`src/hdl/hmsi_pkg.sv`:
```
// Shared types, widths and reset constants of the Hermite motion sample interpolator.
`default_nettype none

package hmsi_pkg;

    // Fixed-point format and field widths
    localparam int FRAC      = 16;
    localparam int ONE_Q     = 1 << FRAC;
    localparam int COORD_W   = 32;
    localparam int COUNT_W   = 7;
    localparam int SHUT_W    = 18;
    localparam int PERIOD_W  = 17;
    localparam int NUM_W     = 6;
    localparam int CFG_IDX_W = 3;
    localparam int CFG_DATA_W = 18;

    // Derived datapath widths
    localparam int TAN_W  = COORD_W + PERIOD_W + 1 - FRAC;  // floor(vel * period)
    localparam int STEP_W = SHUT_W;                          // positive close - open
    localparam int T_W    = SHUT_W + 2;                      // running sample time
    localparam int S_W    = SHUT_W;                          // segment parameter
    localparam int SQ_W   = 2 * S_W - FRAC;                  // floor(s*s)
    localparam int CU_W   = SQ_W + S_W - FRAC;               // floor(s2*s)
    localparam int H_W    = CU_W + 2;                        // basis weights
    localparam int M_W    = H_W + TAN_W - FRAC;              // one weighted term
    localparam int ACC_W  = M_W + 2;                         // sum of four terms

    // Register reset values
    localparam int MAX_SAMPLES_DEF = 64;
    localparam logic [COUNT_W-1:0]         COUNT_RST  = 7'd32;
    localparam logic signed [SHUT_W-1:0]   OPEN_RST   = -18'sd16384;
    localparam logic signed [SHUT_W-1:0]   CLOSE_RST  = 18'sd16384;
    localparam logic [PERIOD_W-1:0]        PERIOD_RST = 17'd2731;
    localparam int STEP_RST_INT =
        (int'(CLOSE_RST) - int'(OPEN_RST)) / int'(COUNT_RST);
    localparam logic [STEP_W-1:0] STEP_RST = STEP_W'(STEP_RST_INT);

    // Register indexes
    typedef enum logic [CFG_IDX_W-1:0] {
        CFG_SAMPLE_COUNT  = 3'd0,
        CFG_SHUTTER_OPEN  = 3'd1,
        CFG_SHUTTER_CLOSE = 3'd2,
        CFG_FRAME_PERIOD  = 3'd3
    } cfg_idx_t;

    // Sample sequencer states
    typedef enum logic [1:0] {
        SEQ_IDLE,
        SEQ_TAN,
        SEQ_RUN
    } seq_state_t;

    // Input beat: one axis of one vertex over three frames
    typedef struct packed {
        logic signed [COORD_W-1:0] prev_pos;
        logic signed [COORD_W-1:0] prev_vel;
        logic signed [COORD_W-1:0] cur_pos;
        logic signed [COORD_W-1:0] cur_vel;
        logic signed [COORD_W-1:0] next_pos;
        logic signed [COORD_W-1:0] next_vel;
    } hmsi_in_t;

    // Result beat
    typedef struct packed {
        logic signed [COORD_W-1:0] position;
        logic [NUM_W-1:0]          sample_number;
        logic                      last;
        logic                      status;
    } hmsi_out_t;

    // One issued sample, sequencer to evaluation pipeline
    typedef struct packed {
        logic signed [S_W-1:0]     s;
        logic signed [COORD_W-1:0] p1;
        logic signed [TAN_W-1:0]   t1;
        logic signed [COORD_W-1:0] p2;
        logic signed [TAN_W-1:0]   t2;
        logic [NUM_W-1:0]          num;
        logic                      last;
        logic                      status;
    } hmsi_issue_t;

endpackage

`default_nettype wire

```
`src/hdl/hmsi_div.sv`:
```
// Bit-serial divider that derives the sample time step from the shutter registers.
`default_nettype none

module hmsi_div
    import hmsi_pkg::*;
(
    input  wire logic                     clk,
    input  wire logic                     rst_n,
    input  wire logic                     start,
    input  wire logic signed [SHUT_W-1:0] shutter_open,
    input  wire logic signed [SHUT_W-1:0] shutter_close,
    input  wire logic [COUNT_W-1:0]       count,
    output logic                          busy,
    output logic [STEP_W-1:0]             step
);

    localparam int CNT_W = $clog2(STEP_W);

    logic signed [SHUT_W:0] diff;
    logic                   no_step;
    logic [COUNT_W:0]       trial;
    logic                   ge;
    logic [COUNT_W:0]       trial_sub;

    logic                   busy_reg;
    logic [CNT_W-1:0]       cnt_reg;
    logic [COUNT_W-1:0]     rem_reg;
    logic [COUNT_W-1:0]     den_reg;
    logic [STEP_W-1:0]      quo_reg;
    logic [STEP_W-1:0]      step_reg;

    // Operand check: empty or reversed shutter, or zero count, gives a zero step
    assign diff    = SHUT_W'(shutter_close) - SHUT_W'(shutter_open) + (SHUT_W+1)'(0);
    assign no_step = (count == '0) || diff[SHUT_W] || (diff == '0);

    // One quotient bit per cycle, restoring
    assign trial     = {rem_reg, quo_reg[STEP_W-1]};
    assign ge        = trial >= {1'b0, den_reg};
    assign trial_sub = trial - {1'b0, den_reg};

    always_ff @(posedge clk or negedge rst_n)
    begin
        if (!rst_n)
        begin
            busy_reg <= 1'b0;
            cnt_reg  <= '0;
            step_reg <= STEP_RST;
        end
        else if (start)
        begin
            if (no_step)
            begin
                busy_reg <= 1'b0;
                step_reg <= '0;
            end
            else
            begin
                busy_reg <= 1'b1;
                cnt_reg  <= CNT_W'(STEP_W - 1);
            end
        end
        else if (busy_reg)
        begin
            cnt_reg <= cnt_reg - 1'b1;
            if (cnt_reg == '0)
            begin
                busy_reg <= 1'b0;
                step_reg <= {quo_reg[STEP_W-2:0], ge};
            end
        end
    end

    // Divider datapath
    always_ff @(posedge clk)
    begin
        if (start)
        begin
            rem_reg <= '0;
            den_reg <= count;
            quo_reg <= diff[STEP_W-1:0];
        end
        else if (busy_reg)
        begin
            rem_reg <= ge ? trial_sub[COUNT_W-1:0] : trial[COUNT_W-1:0];
            quo_reg <= {quo_reg[STEP_W-2:0], ge};
        end
    end

    assign busy = busy_reg;
    assign step = step_reg;

endmodule

`default_nettype wire

```
`config.mk`:
```
export PLATFORM = sky130hd
export DESIGN_NAME = hmsi_div
export DESIGN_NICKNAME = d
export VERILOG_FILES = /design/src/hdl/hmsi_pkg.sv /design/src/hdl/hmsi_div.sv
export SDC_FILE = /design/constraint.sdc
export NUM_CORES = 1
export LEC_CHECK = 0
export ABC_AREA = 1
export BUFFER_PORTS_ARGS = -buffer_cell sky130_fd_sc_hd__buf_2
export CAP_MARGIN = 0
export CORE_ASPECT_RATIO = 1.2
export CORE_MARGIN = 4
export CORE_UTILIZATION = 55
export CTS_CLUSTER_DIAMETER = 50
export DETAILED_ROUTE_END_ITERATION = 6
export HOLD_SLACK_MARGIN = 0.03
export PLACE_DENSITY = 0.89
export SETUP_SLACK_MARGIN = 0.3
export SYNTH_ARGS = -nofsm -noshare
export SYNTH_HDL_FRONTEND = slang
export SYNTH_SLANG_ARGS = --single-unit
```
`constraint.sdc`:
```
create_clock -name clk -period 2.9 [get_ports clk]
set_input_delay 0.145 -clock clk [delete_from_list [all_inputs] [get_ports clk]]
set_output_delay 0.145 -clock clk [all_outputs]
set_load 0.005 [all_outputs]
```
== Word level (Yosys, flattened, before mapping) ==
Cells that the tools add are included.

* Register bits: 56
* Input port bits: 46
* Output and inout bits: 19
* Logic and storage cells: 35

* $add $sub $neg: 3
* Order comparisons: 1
* Equal/unequal tests: 2
* Multiplexer cells: 14
* Reductions and logical operators: 9

{| class="wikitable"
|+ Operators by type and width
! cell !! number
|-
| $mux W18 || 6
|-
| $logic_not A19 Y1 || 1
|-
| $sub A18 B18 Y19 || 1
|-
| $mux W5 || 3
|-
| $ge A8 B7 Y1 || 1
|-
| $logic_not A7 Y1 || 1
|-
| $mux W7 || 1
|-
| $sub A7 B7 Y7 || 1
|-
| $logic_not A5 Y1 || 1
|-
| $sub A5 B1 Y5 const B || 1
|-
| $mux W1 || 4
|-
| $reduce_bool A2 Y1 || 2
|-
| $reduce_and A3 Y1 || 1
|-
| $logic_or A1 B1 Y1 || 2
|-
| $ne A2 B1 Y1 const B || 1
|-
| $ne A2 B2 Y1 const B || 1
|-
| $reduce_and A2 Y1 || 1
|}

== Longest topological paths before layout ==
Gate-level depths: netlist of run 1.

* Depth after elaboration: 5
* Gate-level depth with buffers: 20
* Gate-level depth less buffers: 19

== Worst setup path before layout of run 1 ==
OpenSTA, ideal clock, no wires.

* Kind: input-to-reg
* Start: input shutter_close[0]
* End: register step_reg[12], in the netlist step[12]
* Library setup time: 118 ps
* Arrival: 2024 ps
* Required time: 2782 ps
* Path slack: 758 ps
* Stages: 18
* Buffers on the path: 1
* Cells stage by stage: inv_1 -> ha_1 -> fa_1 -> inv_1 -> nand3_1 -> nand2_1 -> nand2_1 -> nand2_1 -> nand3_1 -> nand3_1 -> nand2_1 -> nor2_2 -> nand3_2 -> nand2_4 -> nand3_4 -> buf_6 -> nand2_1 -> nand2_1

* Word-level cells in the longest chain between the ends: 5
* Elaborated cells between the ends (all ways): 6
* Those cells by class: 1 x add/sub; 1 x eq/ne; 4 x reduce/logical

{| class="wikitable"
|+ RTL lines
! element !! line !! text
|-
| start: declaration || hmsi_div.sv:11 || <nowiki>input wire logic signed [SHUT_W-1:0] shutter_close,</nowiki>
|-
| $sub A18 B18 Y19 * || hmsi_div.sv:33 || <nowiki>assign diff = SHUT_W'(shutter_close) - SHUT_W'(shutter_open) + (SHUT_W+1)'(0);</nowiki>
|-
| $logic_not A19 Y1 / $logic_or A1 B1 Y1 (equally long branches) || hmsi_div.sv:34 || <nowiki>assign no_step = (count == '0) || diff[SHUT_W] || (diff == '0);</nowiki>
|-
| $logic_or A1 B1 Y1 * || hmsi_div.sv:34 ||
|-
| $ne A2 B1 Y1 (no source line) * || -- ||
|-
| $reduce_and A3 Y1 (no source line) * || -- ||
|-
| end signal: assignment || hmsi_div.sv:68 || <nowiki>step_reg <= {quo_reg[STEP_W-2:0], ge};</nowiki>
|-
| end: declaration || hmsi_div.sv:30 || <nowiki>logic [STEP_W-1:0] step_reg;</nowiki>
|}

Mark *: on every way between the ends. The rest lies on a longest branch, timed or not.
A chain may end at the register's enable or synchronous reset.

== Worst setup path in the final report of run 1 ==
* Start: input shutter_open[0]
* End: register step_reg[3], in the netlist step[3]

* Word-level cells in the longest chain between the ends: 5
* Elaborated cells between the ends (all ways): 6
* Those cells by class: 1 x add/sub; 1 x eq/ne; 4 x reduce/logical

{| class="wikitable"
|+ RTL lines
! element !! line !! text
|-
| start: declaration || hmsi_div.sv:10 || <nowiki>input wire logic signed [SHUT_W-1:0] shutter_open,</nowiki>
|-
| $sub A18 B18 Y19 * || hmsi_div.sv:33 ||
|-
| $logic_not A19 Y1 / $logic_or A1 B1 Y1 (equally long branches) || hmsi_div.sv:34 ||
|-
| $logic_or A1 B1 Y1 * || hmsi_div.sv:34 ||
|-
| $ne A2 B1 Y1 (no source line) * || -- ||
|-
| $reduce_and A3 Y1 (no source line) * || -- ||
|}

Marks and branches as above.

==> metrics.cfg, run 1 <==
[route]
drt_drc_violations_left=0
totalWireLength_um=9500
first_pass_iters=5
wl_per_cell_um=12.8
via_per_inst=5.36
highest_layer=met4
met2_length_um=4870
wl_met3_um=579
drtIter0Drc=309
vias=3969
ant_nets=0
wl_met1_um=3790

[sta]
hold_slack_ns=0.276
rsz0062_at_grt=false
hold_viol=0
fmaxAchievable_mhz=440
slew_headroom=0.602
tns_ns=0
setup_viol_count_final=0
post-route-period-util=0.783
drv_slew=0
worst_pin_slew_ns=0.597
fin_skew_ns=0.0124
fin_crit_ns=2.27

[final_layout]
final_cells=741
n_antenna_cell=0
fin_nets=725
regArea_um2=1490
drive_gt1_frac=0.158
fin_util=0.648
syn_to_final_growth_pct=14.8
multiInputGateArea_um2=2100
fillerInstances=610

[clock_tree]
cts_buffers=5
max-clock-path-buffers=2
cts_sinks=56
worstSkewPairLatency_ns=0.32
clockRootBuffer=clkbuf_8
post_cts_buffers=0
path_clk_slew_ns=0.10
htree_levels=2
cts_tree=yes

[place]
placed_cells=725
place.gp.congestion=0.939
portBuffers=64
hpwlAfterDp_um=7510

[grt]
grt_pass1_vias=3780
antenna_found_initial=0
overflow=0
grt_max_degree=26
grt_use_total=0.228
grt_pass1_wl_um=16400

[worst_setup_path]
r2r-end=rem_reg[5]
critPathLaunchType=input pin
crit_fanout=24
rrSetupSlack_ns=0.63
endpoint_kind=register
crit_arrival_ns=2.48
cp.required_ns=3.11
crit-reg2reg-launch=den_reg[0]
r2r_cells=8
worstSetupPathType=input pin to register

[power_and_ir_drop]
leakage_nw=2.67
irDropWorstVdd_uv=498
power_switching_w=0.00110
power.density_nw_per_um2=620
p_seq_frac=0.413
p_clk_frac=0.182
switching_share=0.380
p_comb_frac=0.405
p_int_w=0.00180

[run_status]
outcome=finished clean

[floorplan]
dieArea_um2=8870
pin_count=65
dieWidth_um=86.6
die_h_um=102
row_count=34
core-area_um2=7230
start_util=0.564

[min_path]
holdPathEnd=quo_reg[0]
hp-class=input pin to register
min_from=shutter_open[0]
hold_path_depth=3

[logic_synthesis]
ys_seq_area_frac=0.366
synth_cell_types=39
syn_avg_cell_area_um2=7.04
syn-cell-area_um2=4080
syn_nets=655
synth_warnings=0
ys_seq_elements=56
synthCells=580

[flow_run]
max_cap_viol_count=0

-- power by group through the flow --
stage	combinational [W]	sequential, W	clock (W)
after floorplan	0.000803	0.00120	0
after global placement	0.00107	0.00120	0
after detailed placement	0.00115	0.00121	0
after CTS	0.00116	0.00120	0.000525
after global routing	0.00134	0.00123	0.000566
final	0.00118	0.00120	0.000527
-- cell families (layout without fill, tap and decap cells) --
logic type / count (synthesis) / count (layout) / synth area share
AO/OA/AOI/OAI: 55 / 55 / 0.0791
XOR/XNOR: 6 / 6 / 0.0129
adder cells (fa/ha/maj): 29 / 29 / 0.0926
buffers and inverters: 127 / 198 / 0.122
flip-flops: 56 / 56 / 0.366
AND/OR/NAND/NOR: 307 / 307 / 0.328
-- layout by cell type, fill, tap and decap left out, types with 2 or more instances in the layout --
cell,count
o21bai_1,9
clkinv_1,2
buf_2,64
dfxtp_1,7
nor2_2,8
a21oi_1,17
nand2_2,4
dlygate4sd3_1,8
fa_1,2
nand4_1,24
clkbuf_8,6
a32o_1,2
inv_2,9
o21ai_0,21
nor4_1,2
o22ai_1,2
nand3_2,2
nor2_1,34
and3_1,2
xor2_1,3
nor3_1,3
nand3b_1,4
buf_4,4
inv_1,104
nand3_1,28
edfxtp_1,25
xnor2_1,3
dfrtp_1,23
nand2_1,193
ha_1,27
-- layout make-up --
cell class                 instances  share of cell area
sequential                        56               0.319
tap                               90              0.0240
timing repair buffer              76              0.0919
clock buffer                       6              0.0176
multi-input combinational        397               0.449
clock inverter                     2             0.00721
inverter                         114              0.0913
-- Yosys cell counts (all sizes together) --
master	instances	area, um^2
dfrtp	23	576
nand2	198	761
and2	1	6.26
nor4	2	12.5
fa	2	40.0
xor2	3	26.3
a211oi	1	7.51
dfxtp	7	140
buf	10	58.8
ha	27	338
o22ai	2	12.5
nand3	31	173
o21ai	21	105
dfstp	1	26.3
and3	2	12.5
clkinv	1	3.75
inv	113	424
clkbuf	3	11.3
nor3	3	15.0
o21bai	9	67.6
edfxtp	25	751
nand3b	4	30.0
a21oi	18	93.8
a31o	1	8.76
xnor2	3	26.3
a32o	2	20.0
nor2	42	178
o211ai	1	7.51
nand4	24	150
-- layer usage --
metal	global-route usage	vias up
li1	-	1980
met1	0.272	1819
met2	0.413	143
met3	0.0282	27
met4	0.0899	0
met5	0	-
-- stage by stage --
| stage | total power (W) | cell area, um^2 | setup WS, ns |
|---|---|---|---|
| final | 0.00291 | 4680 | 0.628 |
| after global routing | 0.00313 | 4680 | 0.307 |
| after CTS | 0.00289 | 4670 | 0.487 |
| after detailed placement | 0.00236 | 4470 | 0.272 |
| after global placement | 0.00227 | 4470 | 0.378 |
| after floorplan | 0.00200 | 4080 | 0.758 |
-- how the worst max path moves through the flow --
stage                startpoint       end  slack (ns)
6_report        shutter_open[0]   step[3]        0.63
3_3_place_gp    shutter_open[0]  step[14]        0.38
4_1_cts             quo_reg[17]   step[0]        0.49
3_5_place_dp    shutter_open[0]   step[0]        0.27
5_1_grt         shutter_open[0]   step[0]        0.31
2_1_floorplan  shutter_close[0]  step[12]        0.76
-- worst max-delay path, stage by stage --
cell and delay (ns):
buf_2 0.10, ha_1 0.22, fa_1 0.40, inv_1 0.11
nand2_1 0.06, nand2_1 0.06, nand3_1 0.09, nand2_1 0.11
nand2_1 0.09, nand2_1 0.09, nand2_1 0.05, nand2_1 0.08
nand2_1 0.07, nor2_2 0.09, nand3_2 0.13, nand2_8 0.17
nand3_4 0.20, nand2_1 0.13, nand2_1 0.06
-- what timing repair did --
item                                    CTS  global route
hold buffers                              8             0
hold endpoints to repair                 30             0
resized for setup                         0             2
endpoints found under the setup margin    0             8
(Power assumes the default switching activity.)
==> run 2: changes to the inputs <==
==> constraint.sdc (replaced) <==
create_clock -name clk -period 2.4 [get_ports clk]
set_input_delay 0.12 -clock clk [delete_from_list [all_inputs] [get_ports clk]]
set_output_delay 0.12 -clock clk [all_outputs]
set_load 0.005 [all_outputs]
==> metrics.cfg, run 2 (synthesis gave the netlist of run 1 again) <==
[sta]
drv_slew=0  ; unchanged
fmaxAchievable_mhz=485
hold_slack_ns=0.185  ; -0.0915 ns
slew_headroom=0.584  ; -0.0176
fin_crit_ns=2.06
post-route-period-util=0.859
rsz0062_at_grt=true
fin_skew_ns=0.0124  ; +0.0000453 ns
layout_setup_ws_ns=0.339  ; -0.289 ns
hold_viol=0  ; unchanged
worst_pin_slew_ns=0.623  ; +0.0263 ns
setup_viol_count_final=0  ; unchanged
tns_ns=0  ; unchanged

[final_layout]
syn_to_final_growth_pct=25.5
final_cells=759  ; +2.4%
final_cell_mix=183 x nand2_1, 102 x inv_1, 63 x buf_2, 31 x nor2_1, 25 x edfxtp_1
final_common_cell=nand2_1
n_antenna_cell=0  ; unchanged
drive_gt1_frac=0.238  ; +0.0795
fin_nets=743  ; +2.5%

[place]
hpwlAfterDp_um=7540  ; +0.38%
dpl_worst_slack_ns=-0.0166  ; -0.288 ns
place.gp.congestion=0.952  ; +1.3%
portBuffers=64  ; unchanged
placed_cells=730  ; +0.69%

[route]
wl_per_cell_um=14.4  ; +12%
via_per_inst=5.50  ; +2.8%
drt_drc_violations_left=0  ; unchanged
ant_nets=0  ; unchanged
first_pass_iters=6  ; +1
drtIter0Drc=307  ; -0.65%
totalWireLength_um=10900  ; +15%
vias=4178  ; +5.3%

[worst_setup_path]
r2r_cells=11  ; +3
slowest_stage=fa_2
cp.required_ns=2.65  ; -0.46 ns
cp_slowest_stage_delay_ns=0.41  ; about the same
crit_path_start=shutter_close[0]
crit_fanout=4  ; -83%
endpoint_kind=register
crit_arrival_ns=2.31  ; -0.17 ns
cp_common_cell=nand2_1
worstSetupPathType=input pin to register
cp_cell_sequence=buf_8, inv_4, ha_4, fa_2, inv_2, nand3_2, nand2_2, buf_4, nand3_1, nand3_1, nand2_1, nand2_1, nand2_1, nor2_2, nand3_4, nand2_4, buf_2, nand4_1, nand2_1
cp-endpoint=step[4]
r2r-end=step[0]
rrSetupSlack_ns=0.37  ; -0.26 ns
critPathLaunchType=input pin
crit-reg2reg-launch=quo_reg[17]

[run_status]
outcome=finished clean

[clock_tree]
clockRootBuffer=clkbuf_8
htree_levels=2  ; unchanged
cts_buffers=5  ; unchanged
path_clk_slew_ns=0.10  ; about the same
cts_sinks=56  ; unchanged
worstSkewPairLatency_ns=0.31  ; about the same
cts_tree=yes
max-clock-path-buffers=2  ; unchanged

[floorplan]
row_count=34  ; unchanged
start_util=0.564  ; unchanged
die_h_um=102  ; unchanged
pin_count=65  ; unchanged
dieWidth_um=86.6  ; unchanged
dieArea_um2=8870  ; unchanged
core-area_um2=7230  ; unchanged

[grt]
grt_pass1_wl_um=16800  ; +2.3%
antenna_found_initial=0  ; unchanged
overflow=0  ; unchanged
grt_use_total=0.233  ; +0.00538
grt_pass1_vias=3835  ; +1.5%
grt_max_degree=26  ; unchanged

[min_path]
hp-class=input pin to register

[power_and_ir_drop]
irDropWorstVdd_uv=628  ; +26%
leakage_nw=2.79  ; +4.7%
power.density_nw_per_um2=745  ; +20%

[flow_run]
max_cap_viol_count=0  ; unchanged

## run 2: cell types whose count changed in the layout (fill, tap and decap cells not counted), sizes merged
| cell | previous run | this run |
|---|---|---|
| buf | 68 | 81 |
| nand2 | 198 | 199 |
| clkbuf | 6 | 8 |
| nand3 | 31 | 34 |
| clkinv | 2 | 1 |
## run 2: worst min-delay path by stage
| stage | from | to | slack, ns | depth (start not counted) |
|---|---|---|---|---|
| after floorplan | rst_n | busy | -0.18 | 0 |
| after global placement | rst_n | cnt_reg[4] | 0.11 | 1 |
| after detailed placement | rst_n | step[1] | 0.12 | 1 |
| after CTS | start | den_reg[6] | 0.17 | 1 |
| after global routing | start | den_reg[5] | 0.18 | 1 |
| final | start | den_reg[3] | 0.18 | 1 |
## run 2: stage by stage
stage               total power [W]  utilization  cell area [um^2]
detailed placement          0.00288        0.624              4510
CTS                         0.00358        0.656              4740
global placement            0.00278        0.624              4510
global route                0.00406        0.708              5120
finish                      0.00382        0.708              5120
floorplan                   0.00242            -              4080
## run 2: final cells by class
cell class	instances	area, um^2
multi-input cells	401	2380
fillers	531	2110
flip-flops and latches	56	1490
repair buffers	90	582
inverters	114	430
well taps	90	113
clock buffers	7	97.6
clock inverters	1	30.0
## run 2: repair_timing
item | CTS | global route
pin swaps | 1 | 30
gates cloned | 1 | 5
buffers inserted | 0 | 7
setup endpoints to repair | 10 | 27
endpoints found under the hold margin | 30 | 0
resized for setup | 3 | 59
hold buffers | 8 | 0
## run 2: layer usage
metal  wire length, um  track usage  vias to the layer above  share of wire
met5                 0            0                        -              0
met2              5590        0.427                      187           0.51
met1              4260        0.273                     1937           0.39
met3               659       0.0274                       38          0.060
met4               388       0.0983                        0          0.036
li1                  -            -                     2016              -
## run 2: where the power goes
part	internal [W]	switching, W
registers	0.00130	0.000157
clock network	0.000375	0.000301
logic	0.000664	0.00102
total	0.00234	0.00147
## run 2: worst max-delay path: cells and delay by family
| family | cells | cell delay, ns |
|---|---|---|
| buf+inv | 5 | 0.47 |
| fa+ha+maj | 2 | 0.56 |
| simple gates | 12 | 1.16 |
==> run 3: changes to the inputs <==
--- a/config.mk
+++ b/config.mk
@@ -10,11 +10,11 @@
 export CAP_MARGIN = 0
 export CORE_ASPECT_RATIO = 1.2
 export CORE_MARGIN = 4
-export CORE_UTILIZATION = 55
+export CORE_UTILIZATION = 31
 export CTS_CLUSTER_DIAMETER = 50
 export DETAILED_ROUTE_END_ITERATION = 6
 export HOLD_SLACK_MARGIN = 0.03
-export PLACE_DENSITY = 0.89
+export PLACE_DENSITY = 0.6
 export SETUP_SLACK_MARGIN = 0.3
 export SYNTH_ARGS = -nofsm -noshare
 export SYNTH_HDL_FRONTEND = slang
==> metrics.cfg, run 3 (synthesis gave the netlist of run 1 again) <==
[place]
placed_cells=803  ; +10%
dpl_worst_slack_ns=-0.0619  ; -0.0453 ns
place.gp.congestion=0.828  ; -13%
portBuffers=64  ; unchanged
placed_cell_area_um2=4600  ; +1.9%
hpwlAfterDp_um=8010  ; +6.2%

[route]
met2_length_um=5370  ; -4.0%
wl_met3_um=395  ; -40%
drtIter0Drc=195  ; -36%
via_per_inst=4.71  ; -15%
drt_drc_violations_left=0  ; unchanged
wl_per_cell_um=12.7  ; -12%
totalWireLength_um=10500  ; -3.8%
highest_layer=met4
wl_met1_um=4590  ; +7.6%
vias=3892  ; -6.8%
first_pass_iters=4  ; -2
ant_nets=0  ; unchanged

[floorplan]
core-area_um2=12800  ; +77%
start_util=0.319  ; -0.245
row_count=45  ; +32%
dieWidth_um=113  ; +30%
pin_count=65  ; unchanged
die_h_um=134  ; +31%
dieArea_um2=15100  ; +70%

[power_and_ir_drop]
power.density_nw_per_um2=746  ; +0.15%
irDropWorstVdd_uv=369  ; -41%
leakage_nw=2.79  ; -0.19%

[worst_setup_path]
cp_cell_sequence=buf_2, inv_1, ha_1, nand2_1, nor2_1, and3_1, nand2_1, nand2_1, nand2_1, nand2_1, nand2_2, nor2_4, nand3_4, nand2_8, nand3_4, nand2_2, nand2_2
critPathLaunchType=input pin
slowest_stage=ha_1
cp_slowest_stage_delay_ns=0.36  ; -0.05 ns
crit_arrival_ns=2.18  ; -0.13 ns
crit_fanout=7  ; +3
worstSetupPathType=input pin to register
endpoint_kind=register
cp_common_cell=nand2_1
cp.required_ns=2.59  ; -0.06 ns
r2r_cells=9  ; -2

[sta]
hold_viol=0  ; unchanged
slew_headroom=0.625  ; +0.0410
fmaxAchievable_mhz=501  ; +3.2%
worst_pin_slew_ns=0.561  ; -0.0622 ns
rsz0062_at_grt=true
fin_skew_ns=0.00631  ; -0.00613 ns
fin_crit_ns=2.00  ; -0.0640 ns
hold_slack_ns=0.147  ; -0.0376 ns
post-route-period-util=0.832  ; -0.0267
drv_slew=0  ; unchanged
setup_viol_count_final=0  ; unchanged
layout_setup_ws_ns=0.403  ; +0.0640 ns

[grt]
grt_pass1_wl_um=17000  ; +1.5%
grt_max_degree=27  ; +3.8%
overflow=0  ; unchanged
antenna_found_initial=0  ; unchanged
grt_use_total=0.135  ; -0.0976
grt_pass1_vias=3781  ; -1.4%

[clock_tree]
cts_tree=yes
cts_buffers=5  ; unchanged
htree_levels=2  ; unchanged
max-clock-path-buffers=2  ; unchanged
clockRootBuffer=clkbuf_16
worstSkewPairLatency_ns=0.29  ; -0.02 ns
path_clk_slew_ns=0.07  ; -0.03 ns
cts_sinks=56  ; unchanged

[final_layout]
syn_to_final_growth_pct=27.3
n_antenna_cell=0  ; unchanged
final_common_cell=nand2_1
fin_nets=737  ; -0.81%
drive_gt1_frac=0.238  ; +0.000643
final_cell_mix=175 x nand2_1, 102 x inv_1, 62 x buf_2, 33 x nor2_1
final_cell_area_um2=5190  ; +1.4%
final_cells=827  ; +9.0%
fin_util=0.406  ; -0.302

[run_status]
outcome=finished clean

[min_path]
hp-class=input pin to register
hold_path_depth=3  ; +2

[flow_run]
max_cap_viol_count=0  ; unchanged

-- run 3: layout make-up --
type                    instances  area (um^2)
fillers                      1323         7590
well taps                     164          205
repair buffers                 84          536
clock buffers                   6          129
multi-input cells             401         2360
flip-flops and latches         56         1490
clock inverters                 2         38.8
inverters                     114          428
-- run 3: power by group --
group	switching, W	total, W	internal, W	leakage, nW
sequential	0.000169	0.00147	0.00130	0.621
clock	0.000336	0.000833	0.000497	0.0815
combinational	0.000941	0.00157	0.000629	2.09
-- run 3: what timing repair did --
action,in CTS,in global routing
pin swaps,0,20
endpoints found under the hold margin,30,0
hold buffers,8,0
gates resized for setup,4,58
gates cloned,1,4
setup buffers,0,3
endpoints found under the setup margin,25,31
-- run 3: stage by stage --
stage                     TNS [ns]  total power (W)
after global routing             0          0.00421
after global placement           0          0.00284
after CTS                        0          0.00377
final                            0          0.00388
after detailed placement    -0.622          0.00289
after floorplan                  0          0.00242
-- run 3: worst max-delay path: cells and delay by family --
family | cells | cell delay (ns)
AND/OR/NAND/NOR | 14 | 1.57
adder cells (fa/ha/maj) | 1 | 0.36
buffers and inverters | 2 | 0.10
-- run 3: worst paths after layout --
check	start	endpoint	slack [ns]
min in group asynchronous	rst_n	step[2]	0.35
worst max register to register	den_reg[5]	rem_reg[1]	0.45
worst min register to register	step[4]	step[4]	0.47
worst max-delay path	shutter_open[14]	step[13]	0.40
worst min-delay path	start	cnt_reg[0]	0.15
max in group asynchronous	rst_n	step[10]	1.68
-- run 3: layer usage --
layer,global-route usage,up-vias
li1,-,2024
met5,0,-
met4,0.0327,0
met3,0.0141,10
met1,0.164,1778
met2,0.254,80
